===== src/sv/stc_pkg.sv =====
package stc_pkg;

   localparam int unsigned MAX_BLOCKS_DEF = 16;
   localparam int unsigned QUEUE_DEPTH    = 2;

   // result kinds
   localparam logic [1:0] KIND_DATA = 2'd0;
   localparam logic [1:0] KIND_XFER = 2'd1;
   localparam logic [1:0] KIND_DONE = 2'd2;

   // opcodes
   localparam logic [7:0] OP_TEST_UNIT_READY = 8'h00;
   localparam logic [7:0] OP_REZERO          = 8'h01;
   localparam logic [7:0] OP_REQUEST_SENSE   = 8'h03;
   localparam logic [7:0] OP_FORMAT          = 8'h04;
   localparam logic [7:0] OP_READ6           = 8'h08;
   localparam logic [7:0] OP_WRITE6          = 8'h0A;
   localparam logic [7:0] OP_SEEK6           = 8'h0B;
   localparam logic [7:0] OP_INQUIRY         = 8'h12;
   localparam logic [7:0] OP_MODE_SELECT     = 8'h15;
   localparam logic [7:0] OP_MODE_SENSE      = 8'h1A;
   localparam logic [7:0] OP_START_STOP      = 8'h1B;
   localparam logic [7:0] OP_READ_CAPACITY   = 8'h25;
   localparam logic [7:0] OP_READ10          = 8'h28;
   localparam logic [7:0] OP_WRITE10         = 8'h2A;
   localparam logic [7:0] OP_SEEK10          = 8'h2B;

   // sense keys and additional sense codes
   localparam logic [3:0] KEY_NONE      = 4'h0;
   localparam logic [3:0] KEY_NOT_READY = 4'h2;
   localparam logic [3:0] KEY_ILLEGAL   = 4'h5;
   localparam logic [7:0] ASC_NONE      = 8'h00;
   localparam logic [7:0] ASC_NO_MEDIUM = 8'h3A;
   localparam logic [7:0] ASC_LBA_RANGE = 8'h21;
   localparam logic [7:0] ASC_BAD_OP    = 8'h20;
   localparam logic [7:0] ASC_READ_ERR  = 8'h11;
   localparam logic [7:0] ASC_WRITE_ERR = 8'h0C;

   // response lengths
   localparam logic [5:0] LEN_SENSE    = 6'd18;
   localparam logic [5:0] LEN_INQUIRY  = 6'd36;
   localparam logic [5:0] LEN_MODE     = 6'd4;
   localparam logic [5:0] LEN_CAPACITY = 6'd8;

   typedef struct packed {
      logic       operation;
      logic       transfer_ok;
      logic [7:0] cdb_opcode;
      logic [7:0] cdb_byte1;
      logic [7:0] cdb_byte2;
      logic [7:0] cdb_byte3;
      logic [7:0] cdb_byte4;
      logic [7:0] cdb_byte5;
      logic [7:0] cdb_byte7;
      logic [7:0] cdb_byte8;
   } req_type;

   typedef struct packed {
      logic [1:0]  kind;
      logic [7:0]  data_byte;
      logic        status;
      logic [31:0] transfer_lba;
      logic [4:0]  transfer_blocks;
      logic        transfer_write;
      logic        last;
   } rsp_type;

   typedef enum logic [1:0] {
      ACT_REPORT,
      ACT_STREAM,
      ACT_XFER,
      ACT_DONE
   } act_type;

   typedef enum logic [1:0] {
      TBL_SENSE,
      TBL_INQUIRY,
      TBL_MODE,
      TBL_CAPACITY
   } tbl_type;

   // one classified command, front to back
   typedef struct packed {
      act_type     act;
      tbl_type     tbl;
      logic [5:0]  nbytes;
      logic        ok;
      logic        status;
      logic [3:0]  key;
      logic [7:0]  code;
      logic [31:0] lba;
      logic [4:0]  blocks;
      logic        wr;
   } job_type;

   typedef enum logic {
      BK_IDLE,
      BK_RUN
   } bk_state_type;

   function automatic logic [7:0] inquiry_byte(input logic [5:0] idx);
      logic [7:0] b;
      case (idx)
         6'd2, 6'd3: b = 8'h01;
         6'd4:       b = 8'h1F;
         6'd8:       b = 8'h4E;
         6'd9:       b = 8'h45;
         6'd10:      b = 8'h43;
         6'd16:      b = 8'h50;
         6'd17:      b = 8'h43;
         6'd18:      b = 8'h2D;
         6'd19:      b = 8'h39;
         6'd20:      b = 8'h38;
         6'd22:      b = 8'h48;
         6'd23, 6'd24: b = 8'h44;
         6'd32:      b = 8'h31;
         6'd33:      b = 8'h2E;
         6'd34, 6'd35: b = 8'h30;
         6'd11, 6'd12, 6'd13, 6'd14, 6'd15, 6'd21,
         6'd25, 6'd26, 6'd27, 6'd28, 6'd29, 6'd30, 6'd31: b = 8'h20;
         default:    b = 8'h00;
      endcase
      return b;
   endfunction

   function automatic logic [7:0] resp_byte(input tbl_type tbl, input logic [5:0] idx,
                                            input logic [3:0] key, input logic [7:0] code,
                                            input logic [31:0] last_lba);
      logic [7:0] b;
      b = 8'h00;
      case (tbl)
         TBL_SENSE: begin
            case (idx)
               6'd0:    b = 8'h70;
               6'd2:    b = {4'h0, key};
               6'd7:    b = 8'd10;
               6'd12:   b = code;
               default: b = 8'h00;
            endcase
         end
         TBL_INQUIRY: b = inquiry_byte(idx);
         TBL_MODE:    b = (idx == 6'd0) ? 8'h03 : 8'h00;
         default: begin
            case (idx)
               6'd0:    b = last_lba[31:24];
               6'd1:    b = last_lba[23:16];
               6'd2:    b = last_lba[15:8];
               6'd3:    b = last_lba[7:0];
               6'd6:    b = 8'h02;
               default: b = 8'h00;
            endcase
         end
      endcase
      return b;
   endfunction

endpackage


===== src/sv/stc_front.sv =====
module stc_front #(
   parameter int unsigned MAX_BLOCKS = stc_pkg::MAX_BLOCKS_DEF
) (
   input  stc_pkg::req_type req,
   input  logic [31:0]      disk_sectors,
   output stc_pkg::job_type job
);

   logic        no_medium;
   logic        is_rw;
   logic [15:0] count;
   logic [31:0] rw_lba;
   logic [4:0]  clamped;
   logic [32:0] end_lba;
   logic        out_of_range;
   logic [5:0]  len;
   logic [5:0]  alloc_len;

   assign no_medium = (disk_sectors == 32'd0);

   always_comb begin
      is_rw  = 1'b0;
      count  = 16'd0;
      rw_lba = 32'd0;
      len    = stc_pkg::LEN_SENSE;
      job    = '0;
      job.act    = stc_pkg::ACT_DONE;
      job.tbl    = stc_pkg::TBL_SENSE;
      job.ok     = req.transfer_ok;
      job.key    = stc_pkg::KEY_NONE;
      job.code   = stc_pkg::ASC_NONE;

      unique case (req.cdb_opcode) inside
         stc_pkg::OP_READ6, stc_pkg::OP_WRITE6: begin
            is_rw  = 1'b1;
            rw_lba = {11'd0, req.cdb_byte1[4:0], req.cdb_byte2, req.cdb_byte3};
            count  = (req.cdb_byte4 == 8'd0) ? 16'd256 : {8'd0, req.cdb_byte4};
         end
         stc_pkg::OP_READ10, stc_pkg::OP_WRITE10: begin
            is_rw  = 1'b1;
            rw_lba = {req.cdb_byte2, req.cdb_byte3, req.cdb_byte4, req.cdb_byte5};
            count  = {req.cdb_byte7, req.cdb_byte8};
         end
         default: begin
            is_rw = 1'b0;
         end
      endcase

      // clamp and range check, 33 bits wide
      clamped = (count > 16'(MAX_BLOCKS)) ? 5'(MAX_BLOCKS) : count[4:0];
      end_lba = {1'b0, rw_lba} + {28'd0, clamped};
      out_of_range = (rw_lba >= disk_sectors) || (end_lba > {1'b0, disk_sectors});

      unique case (req.cdb_opcode)
         stc_pkg::OP_REQUEST_SENSE: len = stc_pkg::LEN_SENSE;
         stc_pkg::OP_INQUIRY:       len = stc_pkg::LEN_INQUIRY;
         stc_pkg::OP_MODE_SENSE:    len = stc_pkg::LEN_MODE;
         default:                   len = stc_pkg::LEN_CAPACITY;
      endcase
      alloc_len = (req.cdb_byte4 == 8'd0 || req.cdb_byte4 > {2'b00, len}) ?
                  len : req.cdb_byte4[5:0];

      if (req.operation) begin
         job.act = stc_pkg::ACT_REPORT;
      end else if (is_rw) begin
         job.wr = (req.cdb_opcode == stc_pkg::OP_WRITE6) ||
                  (req.cdb_opcode == stc_pkg::OP_WRITE10);
         if (no_medium) begin
            job.status = 1'b1;
            job.key    = stc_pkg::KEY_NOT_READY;
            job.code   = stc_pkg::ASC_NO_MEDIUM;
         end else if (count == 16'd0) begin
            job.status = 1'b0;
         end else if (out_of_range) begin
            job.status = 1'b1;
            job.key    = stc_pkg::KEY_ILLEGAL;
            job.code   = stc_pkg::ASC_LBA_RANGE;
         end else begin
            job.act    = stc_pkg::ACT_XFER;
            job.lba    = rw_lba;
            job.blocks = clamped;
         end
      end else begin
         unique case (req.cdb_opcode) inside
            stc_pkg::OP_TEST_UNIT_READY: begin
               if (no_medium) begin
                  job.status = 1'b1;
                  job.key    = stc_pkg::KEY_NOT_READY;
                  job.code   = stc_pkg::ASC_NO_MEDIUM;
               end
            end
            stc_pkg::OP_REZERO, stc_pkg::OP_FORMAT, stc_pkg::OP_SEEK6,
            stc_pkg::OP_MODE_SELECT, stc_pkg::OP_START_STOP, stc_pkg::OP_SEEK10: begin
               job.status = 1'b0;
            end
            stc_pkg::OP_REQUEST_SENSE: begin
               job.act    = stc_pkg::ACT_STREAM;
               job.tbl    = stc_pkg::TBL_SENSE;
               job.nbytes = alloc_len;
            end
            stc_pkg::OP_INQUIRY: begin
               job.act    = stc_pkg::ACT_STREAM;
               job.tbl    = stc_pkg::TBL_INQUIRY;
               job.nbytes = alloc_len;
            end
            stc_pkg::OP_MODE_SENSE: begin
               job.act    = stc_pkg::ACT_STREAM;
               job.tbl    = stc_pkg::TBL_MODE;
               job.nbytes = alloc_len;
            end
            stc_pkg::OP_READ_CAPACITY: begin
               if (no_medium) begin
                  job.status = 1'b1;
                  job.key    = stc_pkg::KEY_NOT_READY;
                  job.code   = stc_pkg::ASC_NO_MEDIUM;
               end else begin
                  // carry the last block address in the lba field
                  job.act    = stc_pkg::ACT_STREAM;
                  job.tbl    = stc_pkg::TBL_CAPACITY;
                  job.nbytes = stc_pkg::LEN_CAPACITY;
                  job.lba    = disk_sectors - 32'd1;
               end
            end
            default: begin
               job.status = 1'b1;
               job.key    = stc_pkg::KEY_ILLEGAL;
               job.code   = stc_pkg::ASC_BAD_OP;
            end
         endcase
      end
   end

endmodule


===== src/sv/stc_queue.sv =====
module stc_queue #(
   parameter int unsigned DEPTH = stc_pkg::QUEUE_DEPTH
) (
   input  logic             clock,
   input  logic             reset,
   input  logic             push,
   input  stc_pkg::job_type push_job,
   output logic             full,
   input  logic             pop,
   output stc_pkg::job_type pop_job,
   output logic             empty
);

   localparam int unsigned PW = (DEPTH > 1) ? $clog2(DEPTH) : 1;
   localparam int unsigned CW = $clog2(DEPTH + 1);

   stc_pkg::job_type mem_ff [DEPTH];
   logic [PW-1:0]    wptr_ff, wptr_in;
   logic [PW-1:0]    rptr_ff, rptr_in;
   logic [CW-1:0]    count_ff, count_in;
   logic             do_push, do_pop;

   assign full    = (count_ff == CW'(DEPTH));
   assign empty   = (count_ff == '0);
   assign do_push = push && !full;
   assign do_pop  = pop && !empty;
   assign pop_job = mem_ff[rptr_ff];

   always_comb begin
      wptr_in  = wptr_ff;
      rptr_in  = rptr_ff;
      count_in = count_ff;
      if (do_push) begin
         wptr_in = (wptr_ff == PW'(DEPTH - 1)) ? '0 : wptr_ff + PW'(1);
      end
      if (do_pop) begin
         rptr_in = (rptr_ff == PW'(DEPTH - 1)) ? '0 : rptr_ff + PW'(1);
      end
      if (do_push && !do_pop) begin
         count_in = count_ff + CW'(1);
      end else if (do_pop && !do_push) begin
         count_in = count_ff - CW'(1);
      end
   end

   always_ff @(posedge clock) begin
      if (do_push) begin
         mem_ff[wptr_ff] <= push_job;
      end
   end

   always_ff @(posedge clock) begin
      if (reset) begin
         wptr_ff  <= '0;
         rptr_ff  <= '0;
         count_ff <= '0;
      end else begin
         wptr_ff  <= wptr_in;
         rptr_ff  <= rptr_in;
         count_ff <= count_in;
      end
   end

endmodule


===== src/sv/stc_back.sv =====
module stc_back (
   input  logic             clock,
   input  logic             reset,
   input  logic             job_empty,
   input  stc_pkg::job_type job,
   output logic             job_pop,
   output logic             rsp_empty,
   input  logic             rsp_pop,
   output stc_pkg::rsp_type rsp_data
);

   stc_pkg::bk_state_type state_ff, state_in;
   stc_pkg::job_type      job_ff, job_in;
   logic [5:0]            idx_ff, idx_in;
   logic [3:0]            key_ff, key_in;
   logic [7:0]            code_ff, code_in;
   logic                  pend_ff, pend_in;
   logic                  pend_wr_ff, pend_wr_in;
   stc_pkg::rsp_type      rsp_ff, rsp_in;
   logic                  rsp_valid_ff, rsp_valid_in;
   logic                  slot_free;
   logic                  emit;
   stc_pkg::rsp_type      beat;

   assign rsp_empty = !rsp_valid_ff;
   assign rsp_data  = rsp_ff;
   assign slot_free = !rsp_valid_ff || rsp_pop;

   always_comb begin
      state_in   = state_ff;
      job_in     = job_ff;
      idx_in     = idx_ff;
      key_in     = key_ff;
      code_in    = code_ff;
      pend_in    = pend_ff;
      pend_wr_in = pend_wr_ff;
      job_pop    = 1'b0;
      emit       = 1'b0;
      beat       = '0;
      beat.kind  = stc_pkg::KIND_DONE;
      beat.last  = 1'b1;

      unique case (state_ff)
         stc_pkg::BK_IDLE: begin
            if (!job_empty) begin
               job_pop  = 1'b1;
               job_in   = job;
               idx_in   = '0;
               state_in = stc_pkg::BK_RUN;
               // a new command drops any transfer still outstanding
               if (job.act != stc_pkg::ACT_REPORT) begin
                  pend_in = 1'b0;
               end
            end
         end
         stc_pkg::BK_RUN: begin
            if (job_ff.act == stc_pkg::ACT_REPORT && !pend_ff) begin
               state_in = stc_pkg::BK_IDLE;
            end else if (slot_free) begin
               emit = 1'b1;
               case (job_ff.act)
                  stc_pkg::ACT_STREAM: begin
                     if (idx_ff < job_ff.nbytes) begin
                        beat.kind      = stc_pkg::KIND_DATA;
                        beat.last      = 1'b0;
                        beat.data_byte = stc_pkg::resp_byte(job_ff.tbl, idx_ff, key_ff,
                                                            code_ff, job_ff.lba);
                        idx_in         = idx_ff + 6'd1;
                     end else begin
                        key_in   = stc_pkg::KEY_NONE;
                        code_in  = stc_pkg::ASC_NONE;
                        state_in = stc_pkg::BK_IDLE;
                     end
                  end
                  stc_pkg::ACT_XFER: begin
                     beat.kind            = stc_pkg::KIND_XFER;
                     beat.transfer_lba    = job_ff.lba;
                     beat.transfer_blocks = job_ff.blocks;
                     beat.transfer_write  = job_ff.wr;
                     pend_in              = 1'b1;
                     pend_wr_in           = job_ff.wr;
                     state_in             = stc_pkg::BK_IDLE;
                  end
                  stc_pkg::ACT_REPORT: begin
                     pend_in = 1'b0;
                     if (job_ff.ok) begin
                        key_in  = stc_pkg::KEY_NONE;
                        code_in = stc_pkg::ASC_NONE;
                     end else begin
                        beat.status = 1'b1;
                        key_in      = stc_pkg::KEY_NOT_READY;
                        code_in     = pend_wr_ff ? stc_pkg::ASC_WRITE_ERR
                                                 : stc_pkg::ASC_READ_ERR;
                     end
                     state_in = stc_pkg::BK_IDLE;
                  end
                  default: begin
                     beat.status = job_ff.status;
                     key_in      = job_ff.key;
                     code_in     = job_ff.code;
                     state_in    = stc_pkg::BK_IDLE;
                  end
               endcase
            end
         end
         default: state_in = stc_pkg::BK_IDLE;
      endcase

      rsp_in       = rsp_ff;
      rsp_valid_in = rsp_valid_ff;
      if (emit) begin
         rsp_in       = beat;
         rsp_valid_in = 1'b1;
      end else if (rsp_pop) begin
         rsp_valid_in = 1'b0;
      end
   end

   always_ff @(posedge clock) begin
      job_ff <= job_in;
      idx_ff <= idx_in;
      rsp_ff <= rsp_in;
   end

   always_ff @(posedge clock) begin
      if (reset) begin
         state_ff     <= stc_pkg::BK_IDLE;
         key_ff       <= stc_pkg::KEY_NONE;
         code_ff      <= stc_pkg::ASC_NONE;
         pend_ff      <= 1'b0;
         pend_wr_ff   <= 1'b0;
         rsp_valid_ff <= 1'b0;
      end else begin
         state_ff     <= state_in;
         key_ff       <= key_in;
         code_ff      <= code_in;
         pend_ff      <= pend_in;
         pend_wr_ff   <= pend_wr_in;
         rsp_valid_ff <= rsp_valid_in;
      end
   end

endmodule


===== src/sv/scsi_target_command_engine.sv =====
// Channel   Ports                                  Beat
// req       req_push, req_full, req_data           one command or transfer report
// rsp       rsp_empty, rsp_pop, rsp_data           one data byte, request or completion
// csr       csr_write_en, csr_write_data           disk size in blocks
//
// A request is classified in the cycle it is pushed and lands in a two-entry
// job queue. The back end takes a queued job once it is idle and the queue's
// registered count shows it, then emits one beat per cycle while rsp is
// drained. A transfer report with nothing outstanding gives no beat. Reset
// clears the queue, sense and pending transfer state and the output register;
// a stalled rsp holds the back end while the front keeps filling the queue
// until req_full.
module scsi_target_command_engine #(
   parameter int unsigned MAX_BLOCKS = stc_pkg::MAX_BLOCKS_DEF
) (
   input  logic             clock,
   input  logic             reset,
   input  logic             req_push,
   output logic             req_full,
   input  stc_pkg::req_type req_data,
   output logic             rsp_empty,
   input  logic             rsp_pop,
   output stc_pkg::rsp_type rsp_data,
   input  logic             csr_write_en,
   input  logic [31:0]      csr_write_data
);

   logic [31:0]      disk_sectors_ff, disk_sectors_in;
   stc_pkg::job_type front_job;
   stc_pkg::job_type back_job;
   logic             job_empty;
   logic             job_pop;

   // hold the disk size until software rewrites it
   assign disk_sectors_in = csr_write_en ? csr_write_data : disk_sectors_ff;

   always_ff @(posedge clock) begin
      if (reset) begin
         disk_sectors_ff <= 32'd0;
      end else begin
         disk_sectors_ff <= disk_sectors_in;
      end
   end

   // classify the beat: opcode decode, length clamp, range check
   stc_front #(
      .MAX_BLOCKS (MAX_BLOCKS)
   ) u_front (
      .req          (req_data),
      .disk_sectors (disk_sectors_ff),
      .job          (front_job)
   );

   // decouple decode from result streaming
   stc_queue #(
      .DEPTH (stc_pkg::QUEUE_DEPTH)
   ) u_queue (
      .clock    (clock),
      .reset    (reset),
      .push     (req_push),
      .push_job (front_job),
      .full     (req_full),
      .pop      (job_pop),
      .pop_job  (back_job),
      .empty    (job_empty)
   );

   // execute: stream bytes, issue transfers, track sense and pending state
   stc_back u_back (
      .clock     (clock),
      .reset     (reset),
      .job_empty (job_empty),
      .job       (back_job),
      .job_pop   (job_pop),
      .rsp_empty (rsp_empty),
      .rsp_pop   (rsp_pop),
      .rsp_data  (rsp_data)
   );

endmodule


===== config.mk =====
export PLATFORM = sky130hd
export DESIGN_NAME = scsi_target_command_engine
export DESIGN_NICKNAME = d
export VERILOG_FILES = /design/src/sv/stc_pkg.sv /design/src/sv/stc_front.sv /design/src/sv/stc_queue.sv /design/src/sv/stc_back.sv /design/src/sv/scsi_target_command_engine.sv
export SDC_FILE = /design/constraint.sdc
export NUM_CORES = 1
export LEC_CHECK = 0
export ABC_CLOCK_PERIOD_IN_PS = 17890
export BUFFER_PORTS_ARGS = -buffer_cell sky130_fd_sc_hd__buf_2
export CORE_MARGIN = 2
export CORE_UTILIZATION = 52
export DETAILED_ROUTE_END_ITERATION = 8
export PLACE_DENSITY = 0.69
export SLEW_MARGIN = 20
export SYNTH_ARGS = -nofsm -noshare
export SYNTH_HDL_FRONTEND = slang
export SYNTH_HIERARCHICAL = 1
export SYNTH_SLANG_ARGS = --single-unit

===== constraint.sdc =====
create_clock -name clock -period 17.89 [get_ports clock]
set_clock_uncertainty 0.1 [all_clocks]
set_input_delay 3.578 -clock clock [delete_from_list [all_inputs] [get_ports clock]]
set_output_delay 3.578 -clock clock [all_outputs]
set_load 0.02 [all_outputs]

==> out/metrics.cfg, run 1 <==
[floorplanning]
start_util_pct=52.5
core_um2=31400
die_h_um=182
rows=65
io_pins=155
die_w_um=182
die-area_um2=33100

[timing]
hold_viol=0
timing.final.ws_setup_ns=7.23
max_slew_margin_pct=22.8
fin_crit_ns=10.66
fin_crit_sh_pct=59.6
setup_violations=0
setup-tns-final_ns=0
tightest_slew_ns=1.15
hold_slack_ns=0.399
slew_violations=0
clock.fmax_ghz=0.0938
rsz0062_at_grt=no

[setup_path]
crit_start=req_data[56]
cp.arrival_ns=10.84
path_max_fanout=29
r2r_slack_ns=13.79
required_ns=18.07
cp-end-kind=flip-flop
slowest_stage=o32ai_1
r2r_start=disk_sectors_ff[2]
path_buf_inv=3
crit_type=in -> reg
startpoint_type=input pin
critical_path.max_stage_delay_ns=0.68
critPathTopFamily=simple AND/OR/NAND/NOR gates

[layout]
finish.net_count=1789
fin_area_um2=18400
antenna_cells=0
area_delta_synth_final_pct=11.5
mostFrequentLayoutCells=edfxtp_1 (242), buf_2 (151), nor2_1 (133)
drive_above_1_share_pct=19.2
final_common_cell=edfxtp_1

[clock_tree]
ctsResizeCount=0
cts_buffers=31
postCtsHoldBufs=0
cts_tree=done
clkLatencyLatePin_ns=0.58
cts_setup_buffers=0
htree_num_levels=1
clkSinkCount=302
clock_path_buffers=3
cts_root_buf=clkbuf_16
cts.clk_slew.worst_paths_ns=0.06

[logic_synthesis]
synth_xor_area_share_pct=3.19
synth_seq_cells=302
synth.cell_area_um2=16500
yosys_warnings=6
ys.flop_type=edfxtp_1
yosysUniqueCellTypes=82
synth_compound_area_share_pct=10.1
synth_top_family_by_area=simple AND/OR/NAND/NOR gates
async_flop_share_pct=0
seq_area_frac_synth_pct=51.4
syn_area_per_cell_um2=11.2
synthMuxAreaShare_pct=8.71
synthSimpleGateAreaFrac_pct=15.1
synth_edf_count=242
synthAdderAreaFrac_pct=7.10
syn_inst=1472

[route]
wl_per_cell_um=20.2
vias_per_cell=5.81
dr.pass1.iters=7
drc=0
routed_wl_mm=40.8
drt_iter0_drc=1063
antenna_left=0
vias=11700

[power]
p_comb_share_pct=27.5
swShare_pct=32.8
p_leak_nw=7.14
powerDensity_nw_per_um2=125
power_frac_seq_pct=45.8
finalPower_w=0.00230
p_clk_share_pct=26.6
intPower_w=0.00154
worst_ir_drop_vdd_mv=0.0934
p_sw_w=0.000753

[placement]
gp_congestion=0.960
place_ws_ns=6.87
hpwl_mm=30.3
place_area_um2=17400
port-buffer-count=151

[grt]
grt-ovfl-total=0
grt_pass1_vias=11300
grt_usage_pct=24.6
grt_antenna_before_repair=1
grt_pass1_wl_mm=63.2
grt_max_degree=64

[hold_path]
hp-class=reg -> reg
hp-start=disk_sectors_ff[31]

[flow_run]
drv_cap=0

[outcome]
status=finished, final reports clean

power by group through the flow:
stage | logic [W] | clock network [W] | registers [W]
after floorplan | 0.000457 | 0 | 0.00106
after global placement | 0.000622 | 0 | 0.00106
after detailed placement | 0.000631 | 0 | 0.00107
after CTS | 0.000635 | 0.000623 | 0.00105
after global routing | 0.000695 | 0.000651 | 0.00107
final | 0.000632 | 0.000611 | 0.00105
cells by family after synthesis:
family | after synthesis
fa+ha+maj | 93
buf+inv | 152
mux | 132
simple gates | 488
other cells | 1
xor+xnor | 60
compound gates | 244
flops | 302
cells in the mapped netlist (34+ instances only):
| library cell | instances | area [um2] |
|---|---|---|
| mux2_2 | 66 | 743 |
| xnor2_1 | 46 | 403 |
| o21ai_0 | 45 | 225 |
| edfxtp_1 | 242 | 7270 |
| inv_1 | 73 | 274 |
| mux2i_1 | 62 | 621 |
| dfxtp_1 | 60 | 1200 |
| nand2_1 | 87 | 327 |
| a21oi_1 | 58 | 290 |
| and2_1 | 55 | 344 |
| nor2_1 | 135 | 507 |
| nand3_1 | 49 | 245 |
| clkbuf_1 | 34 | 128 |
| ha_1 | 92 | 1150 |
per-layer routing:
metal / up-vias / GRT usage (%) / wire length (um)
li1: 5675 / - / -
met4: 2 / 6.65 / 1060
met1: 5578 / 35.0 / 18400
met3: 67 / 2.83 / 2370
met5: - / 0 / 7
met2: 424 / 40.2 / 18900
final timing paths:
path | end | depth (start not counted)
max | u_queue/mem_ff[0][13] | 25
min reg2reg | disk_sectors_ff[31] | 2
min | disk_sectors_ff[31] | 2
max reg2reg | u_queue/mem_ff[0][13] | 10
metrics by stage:
stage	utilization [%]	instances
floorplan	-	1475
global placement	55.4	1961
detailed placement	55.5	1962
CTS	58.6	2020
global route	58.6	2020
finish	58.6	2020
flip-flops by register name, summed over array words and instances, names as in the netlist, 2 cells and up, named ones only:
| signal | cells |
|---|---|
| disk_sectors_ff | 32 |
| u_back/code_ff | 8 |
| u_back/idx_ff | 6 |
| u_back/job_ff | 62 |
| u_back/key_ff | 4 |
| u_back/rsp_data | 50 |
| u_queue/count_ff | 2 |
| u_queue/mem_ff | 124 |
final cells by class:
class | instances | area (um2)
Timing Repair Buffer | 163 | 846
Multi-Input combinational cell | 1021 | 7310
Fill cell | 2616 | 13000
Clock buffer | 42 | 837
Tap cell | 402 | 503
Sequential cell | 302 | 8470
Inverter | 74 | 279
Clock inverter | 16 | 135
worst min-delay path, cell delays in order, from the launching register on:
cell and delay [ns]:
dfxtp_1 0.33, mux2i_1 0.06, nor2_1 0.07
Power figures use the tool's default switching activity.
==> run 2, diff against run 1 <==
--- a/config.mk
+++ b/config.mk
@@ -5,7 +5,7 @@
 export SDC_FILE = /design/constraint.sdc
 export NUM_CORES = 1
 export LEC_CHECK = 0
-export ABC_CLOCK_PERIOD_IN_PS = 17890
+export ABC_CLOCK_PERIOD_IN_PS = 11150
 export BUFFER_PORTS_ARGS = -buffer_cell sky130_fd_sc_hd__buf_2
 export CORE_MARGIN = 2
 export CORE_UTILIZATION = 52
==> constraint.sdc (replaced) <==
create_clock -name clock -period 11.15 [get_ports clock]
set_clock_uncertainty 0.1 [all_clocks]
set_input_delay 2.23 -clock clock [delete_from_list [all_inputs] [get_ports clock]]
set_output_delay 2.23 -clock clock [all_outputs]
set_load 0.02 [all_outputs]
==> out/metrics.cfg, run 2 (synthesis gave the netlist of run 1 again) <==
[outcome]
status=finished, final reports clean  ; unchanged

[setup_path]
cp.arrival_ns=9.07  ; was 10.84 ns
r2r-end=u_queue/mem_ff[0][8]  ; was u_queue/mem_ff[0][13]
r2r_start=disk_sectors_ff[2]  ; unchanged
required_ns=11.27  ; was 18.07 ns
path_max_fanout=30  ; was 29
crit_type=in -> reg  ; unchanged
startpoint_type=input pin  ; unchanged
r2r_slack_ns=7.14  ; was 13.79 ns
cp-end-kind=flip-flop  ; unchanged
worst_r2r_path_depth=10  ; unchanged

[timing]
tightest_slew_ns=1.08  ; was 1.15 ns
slew_violations=0  ; unchanged
rsz0062_at_grt=no  ; unchanged
max_slew_margin_pct=28.0  ; was 22.8%
fin_crit_ns=8.95
setup_violations=0  ; unchanged
fin_crit_sh_pct=80.3
setup-tns-final_ns=0  ; unchanged
hold_viol=0  ; unchanged
clock.fmax_ghz=0.112

[placement]
numPlacedInstances=1966  ; was 1962
hpwl_mm=30.5  ; was 30.3 mm
gp_congestion=0.971  ; was 0.960
port-buffer-count=151  ; unchanged

[layout]
finish.net_count=1796  ; was 1789
fillers=2661  ; was 2616
final_common_cell=edfxtp_1  ; unchanged
finalNonFillerCells=2028  ; was 2020
largest-register=u_queue/mem_ff  ; unchanged
ff_latch_area_um2=8470  ; unchanged
fin_util_pct=59.2  ; was 58.6%
antenna_cells=0  ; unchanged
drive_above_1_share_pct=19.7  ; was 19.2%
multi_input_area_um2=7310  ; about the same
largest_register_ffs=124  ; unchanged
area_delta_synth_final_pct=12.7  ; was 11.5%
mostFrequentLayoutCells=edfxtp_1 (242), buf_2 (151), nor2_1 (134)  ; was edfxtp_1 (242), buf_2 (151), nor2_1 (133)

[clock_tree]
cts_root_buf=clkbuf_16  ; unchanged
postCtsHoldBufs=0  ; unchanged
cts_buffers=34  ; was 31
clock_path_buffers=3  ; unchanged
cts_setup_buffers=0  ; unchanged
cts_tree=done  ; unchanged
cts.clk_slew.worst_paths_ns=0.06  ; about the same
clkSinkCount=302  ; unchanged
htree_num_levels=2  ; was 1
clkLatencyLatePin_ns=0.52  ; was 0.58 ns
ctsResizeCount=0  ; unchanged

[hold_path]
whs_path_depth=2  ; unchanged
hold_end=u_queue/wptr_ff  ; was disk_sectors_ff[31]
hp-class=reg -> reg  ; unchanged
hp-start=u_queue/wptr_ff  ; was disk_sectors_ff[31]

[power]
p_clk_share_pct=29.2  ; was 26.6%
p_sw_w=0.00122  ; was 0.000753 W
worst_ir_drop_vdd_mv=0.113  ; was 0.0934 mV
p_comb_share_pct=26.6  ; was 27.5%
finalPower_w=0.00382  ; was 0.00230 W
intPower_w=0.00260  ; was 0.00154 W
swShare_pct=32.0  ; was 32.8%
power_frac_seq_pct=44.2  ; was 45.8%
powerDensity_nw_per_um2=206  ; was 125 nW/um2
p_leak_nw=7.24  ; was 7.14 nW

[floorplanning]
die_h_um=182  ; unchanged
die-area_um2=33100  ; unchanged
die_w_um=182  ; unchanged
rows=65  ; unchanged
io_pins=155  ; unchanged
core_um2=31400  ; unchanged
start_util_pct=52.5  ; unchanged

[route]
wl_per_cell_um=20.2  ; about the same
antenna_left=0  ; unchanged
dr.pass1.iters=5  ; was 7
vias=11800  ; was 11700
vias_per_cell=5.80  ; was 5.81
routed_wl_mm=41.0  ; was 40.8 mm
drt_iter0_drc=947  ; was 1063
drc=0  ; unchanged

[grt]
use_met3_pct=4.61  ; was 2.83%
grt_antenna_before_repair=0  ; was 1
use_met1_pct=34.4  ; was 35.0%
grtUsageMet2_pct=38.6  ; was 40.2%
grt_max_degree=63  ; was 64
grt-ovfl-total=0  ; unchanged
grt_pass1_vias=11300  ; about the same
grt_pass1_wl_mm=63.3  ; was 63.2 mm
grt_usage_pct=24.6  ; about the same
busiest_layer=met2  ; unchanged

[flow_run]
drv_cap=0  ; unchanged

==> run 2: worst max-delay path by stage <==
stage	start	to	slack [ns]	depth (start not counted)
after floorplan	req_data[61]	u_queue/mem_ff[0][25]	3.38	24
after global placement	req_data[25]	u_queue/mem_ff[0][8]	1.88	24
after detailed placement	req_data[25]	u_queue/mem_ff[1][8]	1.83	24
final	req_data[25]	u_queue/mem_ff[0][8]	2.20	24
after global routing	req_data[25]	u_queue/mem_ff[0][8]	1.82	24
after CTS	req_data[25]	u_queue/mem_ff[0][8]	2.37	24
==> run 2: critical path, stage by stage <==
cell	delay (ns)
buf_2	0.14
or4_1	0.54
o211ai_1	0.40
o211ai_1	0.18
or2_2	0.41
inv_1	0.08
ha_1	0.18
fa_1	0.24
a211o_1	0.16
a21oi_1	0.19
nor3_2	0.33
nand3_1	0.29
nor4_1	0.52
nand3_1	0.17
xnor2_1	0.16
ha_1	0.30
nand4_1	0.17
nor4_1	0.43
a31o_2	0.23
a31oi_1	0.05
a311oi_1	0.31
nand2_1	0.32
buf_4	0.35
o32ai_1	0.64
==> run 2: final cells by class <==
type / count / area share, %
clock inverters: 16 / 1.00
flip-flops and latches: 302 / 45.6
well taps: 402 / 2.71
clock buffers: 46 / 5.15
multi-input cells: 1021 / 39.3
inverters: 74 / 1.49
repair buffers: 167 / 4.71
==> run 2: power by group through the flow <==
stage          Combinational [W]  Sequential [W]  Clock (W)
2_1_floorplan           0.000734         0.00169          0
3_3_place_gp             0.00100         0.00170          0
3_5_place_dp             0.00102         0.00171          0
4_1_cts                  0.00102         0.00169    0.00114
5_1_grt                  0.00112         0.00172    0.00119
6_report                 0.00102         0.00169    0.00112
==> run 2: metrics by stage <==
| step | hold WS (ns) | cell area [um2] | worst slack [ns] |
|---|---|---|---|
| 6_report | 0.381 | 18600 | 2.20 |
| 5_1_grt | 0.421 | 18600 | 1.82 |
| 4_1_cts | 0.387 | 18600 | 2.37 |
| 3_5_place_dp | 0.377 | 17400 | 1.83 |
| 3_3_place_gp | 0.368 | 17400 | 1.88 |
| 2_1_floorplan | 0.352 | 16500 | 3.38 |
==> run 2: layer usage <==
layer  routed length, um  up-vias
met5                   0        -
met4                1410        0
met3                2620       82
met2               18400      417
met1               18500     5591
li1                    -     5681
